$ cat config.mk
export PLATFORM = sky130hd
export DESIGN_NAME = meter_frame_receiver_core
export DESIGN_NICKNAME = d
export VERILOG_FILES = /design/src/rtl/mfr_pkg.sv /design/src/rtl/meter_frame_receiver_core.sv
export SDC_FILE = /design/constraint.sdc
export NUM_CORES = 1
export LEC_CHECK = 0
export BUFFER_PORTS_ARGS = -buffer_cell sky130_fd_sc_hd__buf_2
export CAP_MARGIN = 5
export CELL_PAD_IN_SITES_DETAIL_PLACEMENT = 0
export CELL_PAD_IN_SITES_GLOBAL_PLACEMENT = 1
export CORE_MARGIN = 8
export CORE_UTILIZATION = 30
export CTS_CLUSTER_SIZE = 24
export DETAILED_ROUTE_END_ITERATION = 10
export GPL_TIMING_DRIVEN = 0
export PLACE_DENSITY = 0.65
export SLEW_MARGIN = 10
export SYNTH_ARGS = -nofsm -noshare
export SYNTH_HDL_FRONTEND = slang
export SYNTH_SLANG_ARGS = --single-unit
$ cat constraint.sdc
create_clock -name clock -period 6.8 [get_ports clock]
set_clock_uncertainty 0.05 [all_clocks]
set_input_delay 1.36 -clock clock [delete_from_list [all_inputs] [get_ports clock]]
set_output_delay 1.36 -clock clock [all_outputs]
set_load 0.01 [all_outputs]
$ cat src/rtl/mfr_pkg.sv
// ----------------------------------------------------------------------------
// mfr_pkg
// Types and constants shared by the meter frame receiver.
// ----------------------------------------------------------------------------
`default_nettype none

package mfr_pkg;

   // Configuration port geometry: five 32-bit registers at byte address 4*i.
   localparam int CSR_ADDR_W = 5;
   localparam int CSR_DATA_W = 32;
   localparam int REG_IDX_W  = 3;

   // Register indexes.
   localparam logic [REG_IDX_W-1:0] REG_HEADER_BYTE  = 3'd0;
   localparam logic [REG_IDX_W-1:0] REG_TRAILER_BYTE = 3'd1;
   localparam logic [REG_IDX_W-1:0] REG_HEADER_SPAN  = 3'd2;
   localparam logic [REG_IDX_W-1:0] REG_MAX_FRAME    = 3'd3;
   localparam logic [REG_IDX_W-1:0] REG_IDLE_TIMEOUT = 3'd4;

   // Register reset values.
   localparam logic [7:0] RST_HEADER_BYTE  = 8'h68;
   localparam logic [7:0] RST_TRAILER_BYTE = 8'h16;
   localparam logic [3:0] RST_HEADER_SPAN  = 4'd10;
   localparam logic [7:0] RST_MAX_FRAME    = 8'd255;
   localparam logic [7:0] RST_IDLE_TIMEOUT = 8'd50;

   // Frame layout.
   localparam logic [7:0] POS_SECOND_HEAD = 8'd7;
   localparam logic [7:0] POS_LENGTH      = 8'd9;
   localparam logic [8:0] LEN_EXTRA       = 9'd2;

   typedef enum logic [1:0] {
      ACT_CHAR    = 2'd0,
      ACT_TICK    = 2'd1,
      ACT_RELEASE = 2'd2,
      ACT_NONE    = 2'd3
   } action_type;

   typedef enum logic [1:0] {
      PH_IDLE = 2'd0,
      PH_RECV = 2'd1,
      PH_WAIT = 2'd2
   } phase_type;

   typedef enum logic [2:0] {
      ST_PARITY   = 3'd0,
      ST_IGNORED  = 3'd1,
      ST_STORED   = 3'd2,
      ST_COMPLETE = 3'd3,
      ST_ABANDON  = 3'd4,
      ST_TICK     = 3'd5,
      ST_TIMEOUT  = 3'd6
   } status_type;

endpackage

`default_nettype wire

$ cat src/rtl/meter_frame_receiver_core.sv
// ----------------------------------------------------------------------------
// meter_frame_receiver_core
// Meter-protocol frame receiver, one event per request transfer.
// ----------------------------------------------------------------------------
// Each request transfer carries one event: a received character (data byte
// plus ninth parity bit), an idle timer tick, or a release after the host has
// processed a finished frame. Every request produces exactly one response
// transfer with a status code; stored bytes come with their buffer position so
// the caller can write its own frame buffer. A header byte seen while idle
// opens a frame; position 7 must repeat the header or the frame is abandoned;
// the frame completes when the byte count reaches the length byte (position 9)
// plus header_span plus 2 and the byte is the trailer, after which characters
// are ignored until a release. Every character reloads the idle timer; a tick
// that brings it to zero returns the receiver to idle. Throughput is one
// request per clock cycle: the state update and status decode are a single
// pass of compares and an 8-bit counter update into the response register.
// The request side stalls only while a response is held by rsp_ready low.
// Configuration is written through the APB port (byte address 4*i) and must
// only change while no transfer is in flight.
// ----------------------------------------------------------------------------
`default_nettype none

module meter_frame_receiver_core (
   input  wire logic                             clock,
   input  wire logic                             reset,
   // request channel
   input  wire logic                             req_valid,
   output      logic                             req_ready,
   input  wire logic [1:0]                       req_action,
   input  wire logic [7:0]                       req_data_byte,
   input  wire logic                             req_ninth_bit,
   // response channel
   output      logic                             rsp_valid,
   input  wire logic                             rsp_ready,
   output      mfr_pkg::status_type              rsp_status,
   output      logic [7:0]                       rsp_stored_byte,
   output      logic [7:0]                       rsp_byte_position,
   output      logic [7:0]                       rsp_frame_length,
   // configuration port
   input  wire logic                             csr_psel,
   input  wire logic                             csr_penable,
   input  wire logic                             csr_pwrite,
   input  wire logic [mfr_pkg::CSR_ADDR_W-1:0]   csr_paddr,
   input  wire logic [mfr_pkg::CSR_DATA_W-1:0]   csr_pwdata,
   output      logic [mfr_pkg::CSR_DATA_W-1:0]   csr_prdata,
   output      logic                             csr_pready
);

   import mfr_pkg::*;

   // Configuration registers
   logic [7:0] header_byte_ff;
   logic [7:0] trailer_byte_ff;
   logic [3:0] header_span_ff;
   logic [7:0] max_frame_ff;
   logic [7:0] idle_timeout_ff;

   // Receiver state
   phase_type  phase_ff,      phase_in;
   logic [7:0] byte_count_ff, byte_count_in;
   logic [7:0] length_ff,     length_in;
   logic       head_seen_ff,  head_seen_in;
   logic [7:0] countdown_ff,  countdown_in;

   // Response register
   logic       rsp_valid_ff;
   status_type status_ff,     status_in;
   logic [7:0] stored_ff,     stored_in;
   logic [7:0] position_ff,   position_in;
   logic [7:0] flen_ff,       flen_in;

   logic                 req_fire;
   logic                 csr_write;
   logic [REG_IDX_W-1:0] csr_index;
   action_type           action;
   logic [7:0]           pos_cur;
   logic [8:0]           target;

   // ------------------------------------------------------------------------
   // Handshake: take a new request whenever the response register is empty
   // or its content is being transferred out in this cycle.
   // ------------------------------------------------------------------------
   assign req_ready = !rsp_valid_ff || rsp_ready;
   assign req_fire  = req_valid && req_ready;
   assign action    = action_type'(req_action);

   // ------------------------------------------------------------------------
   // Configuration port: zero-wait APB, register i at byte address 4*i.
   // ------------------------------------------------------------------------
   assign csr_pready = 1'b1;
   assign csr_index  = csr_paddr[CSR_ADDR_W-1:2];
   assign csr_write  = csr_psel && csr_penable && csr_pwrite;

   always_comb begin
      unique case (csr_index)
         REG_HEADER_BYTE:  csr_prdata = {{(CSR_DATA_W-8){1'b0}}, header_byte_ff};
         REG_TRAILER_BYTE: csr_prdata = {{(CSR_DATA_W-8){1'b0}}, trailer_byte_ff};
         REG_HEADER_SPAN:  csr_prdata = {{(CSR_DATA_W-4){1'b0}}, header_span_ff};
         REG_MAX_FRAME:    csr_prdata = {{(CSR_DATA_W-8){1'b0}}, max_frame_ff};
         REG_IDLE_TIMEOUT: csr_prdata = {{(CSR_DATA_W-8){1'b0}}, idle_timeout_ff};
         default:          csr_prdata = '0;
      endcase
   end

   always_ff @(posedge clock) begin
      if (reset) begin
         header_byte_ff  <= RST_HEADER_BYTE;
         trailer_byte_ff <= RST_TRAILER_BYTE;
         header_span_ff  <= RST_HEADER_SPAN;
         max_frame_ff    <= RST_MAX_FRAME;
         idle_timeout_ff <= RST_IDLE_TIMEOUT;
      end else if (csr_write) begin
         unique case (csr_index)
            REG_HEADER_BYTE:  header_byte_ff  <= csr_pwdata[7:0];
            REG_TRAILER_BYTE: trailer_byte_ff <= csr_pwdata[7:0];
            REG_HEADER_SPAN:  header_span_ff  <= csr_pwdata[3:0];
            REG_MAX_FRAME:    max_frame_ff    <= csr_pwdata[7:0];
            REG_IDLE_TIMEOUT: idle_timeout_ff <= csr_pwdata[7:0];
            default: ;
         endcase
      end
   end

   // ------------------------------------------------------------------------
   // Next state and response for one request. The working copies are
   // updated in order: frame start clears the receiver first, then the byte
   // is stored and the position-7 / length checks see the updated values.
   // ------------------------------------------------------------------------
   always_comb begin
      phase_in      = phase_ff;
      byte_count_in = byte_count_ff;
      length_in     = length_ff;
      head_seen_in  = head_seen_ff;
      countdown_in  = countdown_ff;
      status_in     = ST_IGNORED;
      stored_in     = '0;
      position_in   = '0;
      flen_in       = '0;
      pos_cur       = '0;
      target        = '0;

      unique case (action)
         ACT_TICK: begin
            countdown_in = countdown_ff - 8'd1;
            if (countdown_in == 8'd0) begin
               // timer expired: drop the partial frame
               phase_in      = PH_IDLE;
               byte_count_in = '0;
               length_in     = '0;
               head_seen_in  = 1'b0;
               status_in     = ST_TIMEOUT;
            end else begin
               status_in = ST_TICK;
            end
         end

         ACT_RELEASE: begin
            phase_in      = PH_IDLE;
            byte_count_in = '0;
            length_in     = '0;
            head_seen_in  = 1'b0;
         end

         ACT_CHAR: begin
            // every character, good parity or not, reloads the idle timer
            countdown_in = idle_timeout_ff;
            if ((^req_data_byte) != req_ninth_bit) begin
               status_in = ST_PARITY;
            end else begin
               if (phase_ff == PH_IDLE && req_data_byte == header_byte_ff) begin
                  phase_in      = PH_RECV;
                  byte_count_in = '0;
                  length_in     = '0;
                  head_seen_in  = 1'b0;
               end
               if (phase_in == PH_RECV && byte_count_in < max_frame_ff) begin
                  pos_cur = byte_count_in;
                  if (pos_cur == POS_SECOND_HEAD) begin
                     head_seen_in = (req_data_byte == header_byte_ff);
                  end
                  if (pos_cur == POS_LENGTH) begin
                     length_in = req_data_byte;
                  end
                  byte_count_in = pos_cur + 8'd1;
                  status_in     = ST_STORED;
                  stored_in     = req_data_byte;
                  position_in   = pos_cur;
                  target        = {1'b0, length_in} + {5'd0, header_span_ff} + LEN_EXTRA;
                  if (byte_count_in > {4'd0, header_span_ff}) begin
                     if (!head_seen_in) begin
                        // second header missing: abandon the frame
                        phase_in      = PH_IDLE;
                        byte_count_in = '0;
                        length_in     = '0;
                        head_seen_in  = 1'b0;
                        status_in     = ST_ABANDON;
                        stored_in     = '0;
                        position_in   = '0;
                     end else if ({1'b0, byte_count_in} >= target &&
                                  req_data_byte == trailer_byte_ff) begin
                        // frame complete: hold until released
                        phase_in  = PH_WAIT;
                        status_in = ST_COMPLETE;
                        flen_in   = byte_count_in;
                     end
                  end
               end
            end
         end

         default: ;
      endcase
   end

   // ------------------------------------------------------------------------
   // State and response registers. Advance state only on an accepted
   // request; hold the response until it is transferred out.
   // ------------------------------------------------------------------------
   always_ff @(posedge clock) begin
      if (reset) begin
         phase_ff      <= PH_IDLE;
         byte_count_ff <= '0;
         length_ff     <= '0;
         head_seen_ff  <= 1'b0;
         countdown_ff  <= '0;
         rsp_valid_ff  <= 1'b0;
      end else begin
         if (req_fire) begin
            phase_ff      <= phase_in;
            byte_count_ff <= byte_count_in;
            length_ff     <= length_in;
            head_seen_ff  <= head_seen_in;
            countdown_ff  <= countdown_in;
            rsp_valid_ff  <= 1'b1;
         end else if (rsp_ready) begin
            rsp_valid_ff  <= 1'b0;
         end
      end
   end

   always_ff @(posedge clock) begin
      if (req_fire) begin
         status_ff   <= status_in;
         stored_ff   <= stored_in;
         position_ff <= position_in;
         flen_ff     <= flen_in;
      end
   end

   assign rsp_valid         = rsp_valid_ff;
   assign rsp_status        = status_ff;
   assign rsp_stored_byte   = stored_ff;
   assign rsp_byte_position = position_ff;
   assign rsp_frame_length  = flen_ff;

   // ------------------------------------------------------------------------
   // Assertions
   // ------------------------------------------------------------------------
   // A held response must stall the request side.
   a_stall_on_hold: assert property (@(posedge clock) disable iff (reset)
      (rsp_valid_ff && !rsp_ready) |-> !req_ready)
      else $error("request taken while response held");

   // An idle receiver carries no partial frame.
   a_idle_clean: assert property (@(posedge clock) disable iff (reset)
      (phase_ff == PH_IDLE) |-> (byte_count_ff == 8'd0 && length_ff == 8'd0 &&
                                 !head_seen_ff))
      else $error("idle receiver holds frame state");

   // A completed frame parks the receiver until release.
   a_complete_waits: assert property (@(posedge clock) disable iff (reset)
      (req_fire && status_in == ST_COMPLETE) |=> (phase_ff == PH_WAIT))
      else $error("completed frame did not enter wait phase");

endmodule

`default_nettype wire

==> impl_metrics.yaml <==
yosys:
  yosysSeqAreaShare_pct: 37.4
  syn_area_um2: 5590
  synth.distinct_cells: 66
  netlist_instances: 632
  ys_top_cells_by_count: "74 x nand2_1, 64 x dfxtp_1, 50 x nor2_1, 31 x ha_1, 30 x a21oi_1"
  yosysMostFrequentCell: "nand2_1"
  dominantRegCellSynth: "dfxtp_1"
  ys_ff_latch: 91
  synth_top_area_share_pct: 22.9
  synth_warnings: 0
  synth-edff-count: 27
  yosysTopAreaCell: "dfxtp_1"
  synth-async-reset-ratio_pct: 0
  ys_top_cells_by_area: "dfxtp_1 23%, edfxtp_1 14%, ha_1 6.9%"
  avgSynthCellArea_um2: 8.85
pwr:
  vdd_drop_max_uv: 117
  fin_total_pwr_uw: 1220
  power.static_leakage_uw: 0.00299
  p_per_area_nw_per_um2: 181
global_route:
  grtUsageTotal_pct: 14.7
  grt_antenna_before_repair: 0
  grt_max_degree: 33
  use_met3_pct: 2.78
  met2_usage_pct: 23.1
  grt_pass1_wl_um: 26900
  busiest_layer: "met2"
  use_met1_pct: 19.1
  grt_pass1_vias: 4780
  grt_overflow: 0
run:
  maxCapViolCount: 0
clock_tree:
  cts-hold-fix-buffers: 0
  htreeDepth: 3
  cts_tree: "yes"
  clk_pin_slew_ns: 0.06
  cts_sinks: 91
  cts-root-buf: "clkbuf_16"
  clk-insertion-delay-late_ns: 0.35
  clock_path_buffers: 2
  cts_buffers: 9
worst_hold_path:
  min-delay-start: "length_ff[1]$_SDFFE_PP0P_"
  hold_path_depth: 2
  hp-class: "reg -> reg"
sta:
  relSlewSlack_pct: 21.8
  maxSlewViolCount: 0
  fin_crit_sh_pct: 95.6
  fmax_ghz: 0.154
  hold_viol_final: 0
  tightest_slew_ns: 1.17
  setup_viol_count_final: 0
  min_period_ns: 6.50
  holdWs_ns: 0.408
setup_path:
  cp_common_cell: "ha_1"
  required_ns: 6.94
  max_stage_delay_ns: 0.40
  worst-r2r-cell-count: 29
  critPathLaunchType: "input port"
  cp_slowest_cell: "fa_1"
  worst_setup_path_end_kind: "flop"
  path_class: "in -> reg"
  crit_start: "req_data_byte[3]"
  cp_max_fo: 8
  rr_startpoint: "header_byte_ff[1]$_SDFFE_PP0P_"
  cp.arrival_ns: 6.64
routing:
  viasPerCell: 5.10
  via_count: 4989
  drt_wl_total_um: 17400
  dr.first_iter.drc_count: 422
  drc: 0
  antenna_left: 0
  wl_per_cell_um: 17.8
  drtPass1Iterations: 7
die:
  fp.dieH_um: 153
  io_pins: 117
  rows: 50
  start_util_pct: 30.2
  dieWidth_um: 153
  core_um2: 18500
  die_area_um2: 23300
cells_and_area:
  n_antenna_cell: 0
  syn_to_final_growth_pct: 20.8
  final_util_pct: 36.5
  drive_gt1_share_pct: 20.4
  fin_cells: 978
  finalNetCount: 828
placement:
  place.gp.congestion: 0.847
  hpwlAfterDp_um: 13500
  dp.cells: 949
  numPortBuffers: 60
outcome:
  status: "finished, final reports clean"
cell usage in the layout (no fill, tap or decap), types with 18 or more instances in the layout:
cell / instances
nand2_1: 72
nand3_1: 21
edfxtp_1: 27
o21ai_0: 27
dfxtp_1: 64
buf_2: 62
conb_1: 25
xnor2_1: 18
clkbuf_1: 21
mux2i_1: 29
ha_1: 31
inv_1: 27
a21oi_1: 29
nor2_1: 47
buf_4: 40
state kept, by name, summed over array words and instances, names as in the netlist:
name               flops
rsp_stored_byte        8
rsp_valid              1
byte_count_ff          8
header_byte_ff         8
header_span_ff         4
phase_ff               2
length_ff              8
trailer_byte_ff        8
rsp_frame_length       8
rsp_byte_position      8
rsp_status             3
max_frame_ff           8
head_seen_ff           1
idle_timeout_ff        8
countdown_ff           8
per-stage QoR:
| stage | setup slack, ns | area [um^2] | setup TNS (ns) |
|---|---|---|---|
| finish | 0.299 | 6760 | 0 |
| global route | -0.0818 | 6760 | -0.206 |
| CTS | 0.0104 | 6580 | 0 |
| detailed placement | -0.701 | 6270 | -5.91 |
| global placement | -0.650 | 6270 | -5.77 |
| floorplan | 0.684 | 5680 | 0 |
kinds of logic (layout without fill, tap and decap cells):
kind of cell | Yosys count | count (layout) | synth area share [%]
AOI/OAI and AO/OA | 128 | 128 | 15.3
xor gates and xnor gates | 36 | 36 | 5.88
adders and majority gates | 32 | 32 | 7.29
buffers and inverters | 85 | 174 | 7.87
DFF | 91 | 91 | 37.4
muxes | 33 | 33 | 6.00
other | 2 | 25 | 0.134
and+or+nand+nor | 225 | 225 | 20.1
routing by layer:
| layer | vias to the layer above | wire [um] | share of wire, % |
|---|---|---|---|
| met5 | - | 0 | 0 |
| met4 | 0 | 578 | 3.3 |
| met3 | 33 | 909 | 5.2 |
| met2 | 173 | 7850 | 45 |
| met1 | 2369 | 8090 | 46 |
| li1 | 2414 | - | - |
power by group:
part | switching (uW) | total [uW] | internal (uW)
logic | 104 | 164 | 59.4
registers | 7.47 | 579 | 571
clock network | 214 | 480 | 266
total | 326 | 1220 | 897
critical path: cells and delay by family:
family / cells / cell delay [ns]
mux: 1 / 0.32
buf+inv: 4 / 0.44
compound gates: 4 / 0.64
xor+xnor: 2 / 0.31
simple gates: 14 / 2.32
fa+ha+maj: 5 / 1.23
final cells by class:
class	count	area [um^2]
plain buffers	57	338
clock buffers	12	258
fillers	1938	11800
well taps	234	293
repair buffers	75	415
clock inverters	2	11.3
inverters	28	105
multi-input cells	479	3240
flip-flops and latches	91	2090
path summary, 6_finish.rpt:
path	endpoint	slack (ns)
hold reg to reg	length_ff[1]$_SDFFE_PP0P_	0.41
setup / recovery	rsp_frame_length[4]$_SDFFCE_PP0P_	0.30
setup reg to reg	rsp_frame_length[4]$_SDFFCE_PP0P_	1.09
hold / removal	length_ff[1]$_SDFFE_PP0P_	0.41
repair_timing:
item / 4_1_cts / 5_1_grt
endpoints found under the setup margin: 10 / 11
pin swaps: 1 / 8
setup buffers: 1 / 14
resized for setup: 7 / 18
Power figures use the tool's default switching activity.
